**src/rtl/core/bse_pkg.sv**
```systemverilog
// Shared types, widths and helpers for the Burning Ship escape-time unit.
`default_nettype none

package bse_pkg;

    // Defaults for the top-level parameters
    localparam int COORD_BITS_DEF = 11;
    localparam int ITER_BITS_DEF  = 16;

    // Register file widths
    localparam int STEP_W    = 40;   // unsigned Q0.40
    localparam int OFFS_W    = 48;   // signed Q8.40
    localparam int CFG_W     = 48;
    localparam int CFG_IDX_W = 3;

    // Iteration datapath widths
    localparam int Q_W       = 32;   // signed Q4.28 point c
    localparam int Z_W       = 31;   // |z| parts, always in [0, 2^31-1]
    localparam int PROD_W    = 2 * Z_W;
    localparam int SQ_SHIFT  = 28;   // Q8.56 -> Q4.28
    localparam int X_SHIFT   = 27;   // 2*a*b in Q4.28
    localparam int MAG_W     = PROD_W + 1;
    localparam int ESC_BIT   = 58;   // 4.0 in Q8.56
    localparam int SUM_W     = 37;   // z update before abs and clamp
    localparam int NUM_CELLS = 2;

    // Reset values of the register file
    localparam logic [STEP_W-1:0]        STEP_RST  = 40'd6282923587;
    localparam logic signed [OFFS_W-1:0] OFFS_RST  = 48'sd2199023255552;
    localparam logic [15:0]              MAXIT_RST = 16'd50;

    typedef enum logic [CFG_IDX_W-1:0] {
        CFG_PIXEL_STEP = 3'd0,
        CFG_OFFSET_RE  = 3'd1,
        CFG_OFFSET_IM  = 3'd2,
        CFG_MAX_ITER   = 3'd3
    } t_cfg_idx;

    typedef enum logic [2:0] {
        S_IDLE = 3'd0,
        S_MAP  = 3'd1,
        S_CMAP = 3'd2,
        S_RUN  = 3'd3,
        S_DONE = 3'd4
    } t_state;

    // Point handed from one cell to the next
    typedef struct packed {
        logic           valid;
        logic [Z_W-1:0] z_re;
        logic [Z_W-1:0] z_im;
    } t_cell_pass;

    // Status a cell reports for the point it holds
    typedef struct packed {
        logic valid;
        logic done;
        logic esc;
    } t_cell_stat;

    // Absolute value, clamped to 2^31-1
    function automatic logic [Z_W-1:0] abs_sat(input logic signed [SUM_W-1:0] v);
        logic [SUM_W-1:0] a;
        a = v[SUM_W-1] ? SUM_W'(-v) : SUM_W'(v);
        if (|a[SUM_W-1:Z_W]) begin
            return {Z_W{1'b1}};
        end
        return a[Z_W-1:0];
    endfunction

endpackage

`default_nettype wire

```
**src/rtl/core/bse_map.sv**
```systemverilog
// Pixel to plane mapping: c = coord * step - offset, rounded to Q4.28 and clamped.
`default_nettype none

module bse_map #(
    parameter int COORD_BITS = bse_pkg::COORD_BITS_DEF
) (
    input  wire logic                                 i_clk,
    input  wire logic [COORD_BITS-1:0]                i_px,
    input  wire logic [COORD_BITS-1:0]                i_py,
    input  wire logic [bse_pkg::STEP_W-1:0]           i_step,
    input  wire logic signed [bse_pkg::OFFS_W-1:0]    i_off_re,
    input  wire logic signed [bse_pkg::OFFS_W-1:0]    i_off_im,
    output logic signed [bse_pkg::Q_W-1:0]            o_c_re,
    output logic signed [bse_pkg::Q_W-1:0]            o_c_im
);

    localparam int P_W = COORD_BITS + bse_pkg::STEP_W;
    localparam int V_W = P_W + 2;
    localparam int R_W = V_W - 12;

    logic [P_W-1:0]                  r_prod_x;
    logic [P_W-1:0]                  r_prod_y;
    logic signed [bse_pkg::Q_W-1:0]  r_c_re;
    logic signed [bse_pkg::Q_W-1:0]  r_c_im;
    logic signed [bse_pkg::Q_W-1:0]  n_c_re;
    logic signed [bse_pkg::Q_W-1:0]  n_c_im;

    // Round half up from Q8.40 to Q4.28, then clamp to [-8, 8)
    function automatic logic signed [bse_pkg::Q_W-1:0] map_round(
        input logic [P_W-1:0]                prod,
        input logic signed [bse_pkg::OFFS_W-1:0] off
    );
        logic signed [V_W-1:0] v;
        logic signed [R_W-1:0] r;
        v = signed'(V_W'(prod)) - V_W'(off) + signed'(V_W'(2048));
        r = v[V_W-1:12];
        if ((&r[R_W-1:bse_pkg::Q_W-1]) || !(|r[R_W-1:bse_pkg::Q_W-1])) begin
            return r[bse_pkg::Q_W-1:0];
        end
        return r[R_W-1] ? {1'b1, {(bse_pkg::Q_W-1){1'b0}}}
                        : {1'b0, {(bse_pkg::Q_W-1){1'b1}}};
    endfunction

    always_ff @(posedge i_clk) begin
        r_prod_x <= P_W'(i_px) * P_W'(i_step);
        r_prod_y <= P_W'(i_py) * P_W'(i_step);
    end

    always_comb begin
        n_c_re = map_round(r_prod_x, i_off_re);
        n_c_im = map_round(r_prod_y, i_off_im);
    end

    always_ff @(posedge i_clk) begin
        r_c_re <= n_c_re;
        r_c_im <= n_c_im;
    end

    assign o_c_re = r_c_re;
    assign o_c_im = r_c_im;

endmodule

`default_nettype wire

```
**config.mk**
```make
export PLATFORM = sky130hd
export DESIGN_NAME = bse_map
export DESIGN_NICKNAME = d
export VERILOG_FILES = /design/src/rtl/core/bse_pkg.sv /design/src/rtl/core/bse_map.sv
export SDC_FILE = /design/constraint.sdc
export NUM_CORES = 2
export LEC_CHECK = 0
export ABC_AREA = 1
export BUFFER_PORTS_ARGS = -buffer_cell sky130_fd_sc_hd__buf_4
export CORE_UTILIZATION = 50
export CTS_BUF_LIST = sky130_fd_sc_hd__clkbuf_8 sky130_fd_sc_hd__clkbuf_16
export CTS_CLUSTER_DIAMETER = 200
export CTS_CLUSTER_SIZE = 30
export DETAILED_ROUTE_END_ITERATION = 8
export PLACE_DENSITY = 0.67
export SLEW_MARGIN = 0
export SYNTH_ARGS = -nofsm -noshare
export SYNTH_HDL_FRONTEND = slang
export SYNTH_SLANG_ARGS = --single-unit
export TNS_END_PERCENT = 100
```
**constraint.sdc**
```tcl
create_clock -name i_clk -period 9.3 [get_ports i_clk]
set_clock_uncertainty 0.05 [all_clocks]
set_input_delay 0.465 -clock i_clk [delete_from_list [all_inputs] [get_ports i_clk]]
set_output_delay 0.465 -clock i_clk [all_outputs]
set_load 0.02 [all_outputs]
```
# Word-level counts from Yosys, hierarchy flattened
# Cells that the tools add are included.
# Widths: inputs -> output; s select.
dict set report op_classes {
  reduce_logical 8
  multipliers 2
  mux 8
  n_addsub 4
}
# operator count
set op_table {}
lappend op_table {{$mux 32} 6}
lappend op_table {{$add 53x13->53 const B} 2}
lappend op_table {{$sub 52x48->53} 2}
lappend op_table {{$mul 11x40->51} 2}
lappend op_table {{$reduce_and 10->1} 2}
lappend op_table {{$reduce_or 10->1} 2}
lappend op_table {{$logic_not 1->1} 2}
lappend op_table {{$logic_or 1x1->1} 2}
lappend op_table {{$mux 1} 2}
dict set report totals {
  reg_bits 166
  input_bits 159
}

# Depth between registers and ports, before layout
dict set report depth {
  word_depth 7
  mapped_depth 25
}

# Worst setup path after synthesis
# No wires, ideal clock.
dict set report synth_timing {
  path_type {input to register}
  start {input port i_py[2]}
  end {register r_prod_y[48]}
  cell_stages 20
  arrival_ps 5036
  path_slack_ps 4142
  path_buffers 1
  path_cell_list {clkbuf_1 -> nand2_1 -> fa_1 -> fa_1 -> inv_1 -> fa_1 -> fa_1 -> inv_1 -> fa_1 -> inv_1 -> ha_1 -> nand2_1 -> nor2_1 -> nand4_1 -> o211ai_1 -> a21oi_1 -> o21ai_0 -> nand4_1 -> nand3_1 -> xor2_1}
}
dict set report synth_via {
  elab_chain_cells 1
}
# element line_no
set synth_rtl {}
lappend synth_rtl {{from (decl)} bse_map.sv:9} ;# input wire logic [COORD_BITS-1:0] i_py,
lappend synth_rtl {{$mul 11x40->51} bse_map.sv:46} ;# r_prod_y <= P_W'(i_py) * P_W'(i_step);
lappend synth_rtl {{to (signal assigned)} bse_map.sv:46}
lappend synth_rtl {{to (decl)} bse_map.sv:22} ;# logic [P_W-1:0] r_prod_y;
# Every way passes these cells.

# Final worst setup path
dict set report layout_timing {
  start {input port i_py[5]}
  end {register r_prod_y[24]}
}
# The elaborated chain is that of the path after synthesis.

==> results by group <==
Run status
  – Status: complete, but fails checks
  – Failing checks: design-rule violations

Logic synthesis
  – Mapped Avg Cell Area: 7.05 sq um
  – Compound-Gate Fraction of Synth Area: 0.0620
  – Top FF cell, synth: dfxtp_1
  – Synth Area in Adders: 0.448
  – Most instantiated library cell after synthesis: nand2_1
  – Register bit total from synthesis: 166
  – Post-Syn Area: 41,000 sq um
  – Ys async rst share: 0
  – Synth top area share: 0.333
  – Synth cell types: 44
  – Seq/Total Area, Yosys: 0.0810
  – Synth Area in Simple Gates: 0.231
  – Post-Syn Nets: 7,035
  – Cell count after synthesis: 5,816
  – Post-synth EDFFs: 0
  – Leading area contributor after synthesis: fa_1
  – Synthesis Warnings: 0
  – Top cells by area, synth: fa_1, nand2_1, inv_1
  – Multiplexer area fraction after synthesis: 0
  – Largest family of logic cells by synthesized area: adder cells
  – Synth top cells by count: nand2_1, inv_1, fa_1
  – XOR/XNOR Fraction of Synth Area: 0.0331

STA
  – Period utilization: 0.600
  – Setup TNS: 0 ns
  – Fin. Hold Viols: 0
  – Unrepaired setup endpoints after global routing: no
  – Worst Setup Slack, final: 3.72 ns
  – Max-slew violation count: 0
  – Max Fclk: 179 MHz
  – Slew Limit Headroom: 0.567
  – Final setup fails: 0
  – Smallest hold slack: 0.203 ns
  – Least-Margin Pin Slew: 0.643 ns
  – Fin crit period: 5.58 ns

Layout
  – # nets final: 7,095
  – Fillers: 7,943
  – Syn-to-layout area delta: 6.86%
  – Layout cells sized above 1: 0.0501

Die
  – Die Y: 288 um
  – Core area: 80,800 sq um
  – Die width: 288 um
  – Die area: 83,200 sq um
  – IO Pins: 223
  – Site row count: 104
  – Starting Density: 0.508

Critical path
  – WP data required: 9.60 ns
  – Crit path capture type: register
  – Startpoint Class: input port
  – CP bufs+invs: 4
  – Crit-path leading delay family: adder cells
  – WS Path Type: input port to register
  – Data arrival, critical path: 5.88 ns
  – Reg-to-reg slack, setup: 5.71 ns
  – CP max stage delay: 0.55 ns
  – Slowest CP cell: fa_1
  – Cell Chain, Critical Path: buf_4 -> nand2_1 -> fa_1 -> inv_1 -> fa_1 -> fa_1 -> fa_1 -> inv_1 -> fa_1 -> inv_1 -> ha_1 -> nand2_1 -> nor2_1 -> nand4_1 -> o211ai_1 -> a21oi_1 -> o21ai_0 -> nand2_1 -> nand2_1 -> xor2_1
  – CP most frequent cell: fa_1
  – CP max FO: 40

Detailed routing
  – DR pass1 iterations: 9
  – Vias: 36,013
  – Via-per-instance ratio: 5.18
  – Final WL: 122,000 um
  – Final ANT Viol Nets: 0
  – # DRC: 19
  – 1st-iter DRT viols: 2,558
  – Routed len/inst: 17.6 um

Clock tree
  – Sink Count: 166
  – Root Driver: clkbuf_16
  – H-tree levels: 4
  – Clock latency on the worst-skew pair: 0.47 ns
  – Clk buf depth: 2
  – Post-CTS setup buffers: 0
  – TritonCTS Buffers: 17
  – Resize count post-CTS: 0
  – Clock-pin transition on the worst setup and hold timing paths: 0.07 ns
  – CTS tree: done
  – Hold bufs inserted after CTS: 0

Global routing
  – Largest net degree at the start of global routing: 41
  – Vias in the first global route: 36,662
  – Initial antenna violation count: 4
  – Global route overflow: 0
  – First-pass GRT wire length: 195,000 um
  – Total track usage: 0.301

Worst hold path
  – Min-delay worst type: input port to register

Flow run
  – Number of max-cap violations: 0

Placement
  – Pre-CTS WS: 3.29 ns
  – Port bufs: 222
  – Hpwl dp: 99,400 um
  – Routability cong.: 0.983
-- sequential cells by signal, indices dropped and copies added (netlist names) --
name / count
o_c_im: 32
r_prod_y: 51
o_c_re: 32
r_prod_x: 51
-- cell usage in the layout (no fill, tap or decap), types with 5 or more instances in the layout --
cell type,n
o211ai_1,8
a21oi_1,248
nand3_1,100
xnor2_1,76
dfxtp_1,166
nor2_1,346
o21a_1,10
inv_2,5
and3_1,5
clkbuf_16,17
nand3_2,8
inv_1,1381
nor3_1,23
a31oi_1,46
o21bai_1,20
nand4_1,38
ha_1,378
buf_4,222
or2_2,5
xor2_1,79
nand2_1,1848
fa_1,682
o21ai_0,101
nor2_2,17
a21o_1,11
-- logic make-up (layout without fill, tap and decap cells) --
logic type,count (synthesis),after routing
simple gates,2407,2407
buf+inv,1565,1638
fa+ha+maj,1060,1060
compound gates,463,463
flops,166,166
xor+xnor,155,155
other cells,0,4
-- stage by stage --
| step | utilization | instances | cell area (sq um) |
|---|---|---|---|
| global placement | 0.535 | 6917 | 43300 |
| detailed placement | 0.535 | 6917 | 43300 |
| global route | 0.543 | 6953 | 43800 |
| finish | 0.543 | 6953 | 43800 |
| floorplan | - | 5816 | 41000 |
| CTS | 0.542 | 6949 | 43800 |
-- worst paths after layout --
check                           cells after the start            to          from
worst max-delay path                               20  r_prod_y[24]       i_py[5]
worst min-delay path                                3    o_c_re[31]  i_off_re[47]
worst max register to register                     17     o_c_re[9]  r_prod_x[43]
worst min register to register                      5     o_c_im[8]  r_prod_y[20]
-- layout make-up --
| type | count | area [sq um] | area share |
|---|---|---|---|
| multi-input cells | 4085 | 31700 | 0.724 |
| inverters | 1384 | 5190 | 0.118 |
| flip-flops and latches | 166 | 3320 | 0.0758 |
| repair buffers | 222 | 1670 | 0.0380 |
| well taps | 1060 | 1330 | 0.0303 |
| clock buffers | 17 | 425 | 0.00970 |
| clock inverters | 15 | 145 | 0.00331 |
| diodes | 4 | 10.0 | 0.000228 |
-- worst register-to-register path: stages (launching register included) --
cell	delay (ns)
dfxtp_1	0.41
ha_1	0.27
ha_1	0.43
nand2_1	0.13
nor2_1	0.15
inv_1	0.08
nor2_1	0.23
nand2_1	0.12
nor2_1	0.10
nand2_1	0.15
nand3_2	0.13
nand2_1	0.05
nand2_1	0.07
nand3_1	0.07
nor2_1	0.23
nand3_2	0.18
nand3_2	0.46
nand2_1	0.14
-- routing by layer --
metal | routed length, um | track usage | vias to the layer above
met5 | 0 | 0 | -
met4 | 3140 | 0.0843 | 0
met3 | 10700 | 0.0480 | 180
met2 | 53100 | 0.472 | 1500
met1 | 55400 | 0.430 | 17079
li1 | - | - | 17254
Power is left out: the tool's default activity adds up to more than one toggle a clock period on the data nets, which glitch-free logic cannot reach.
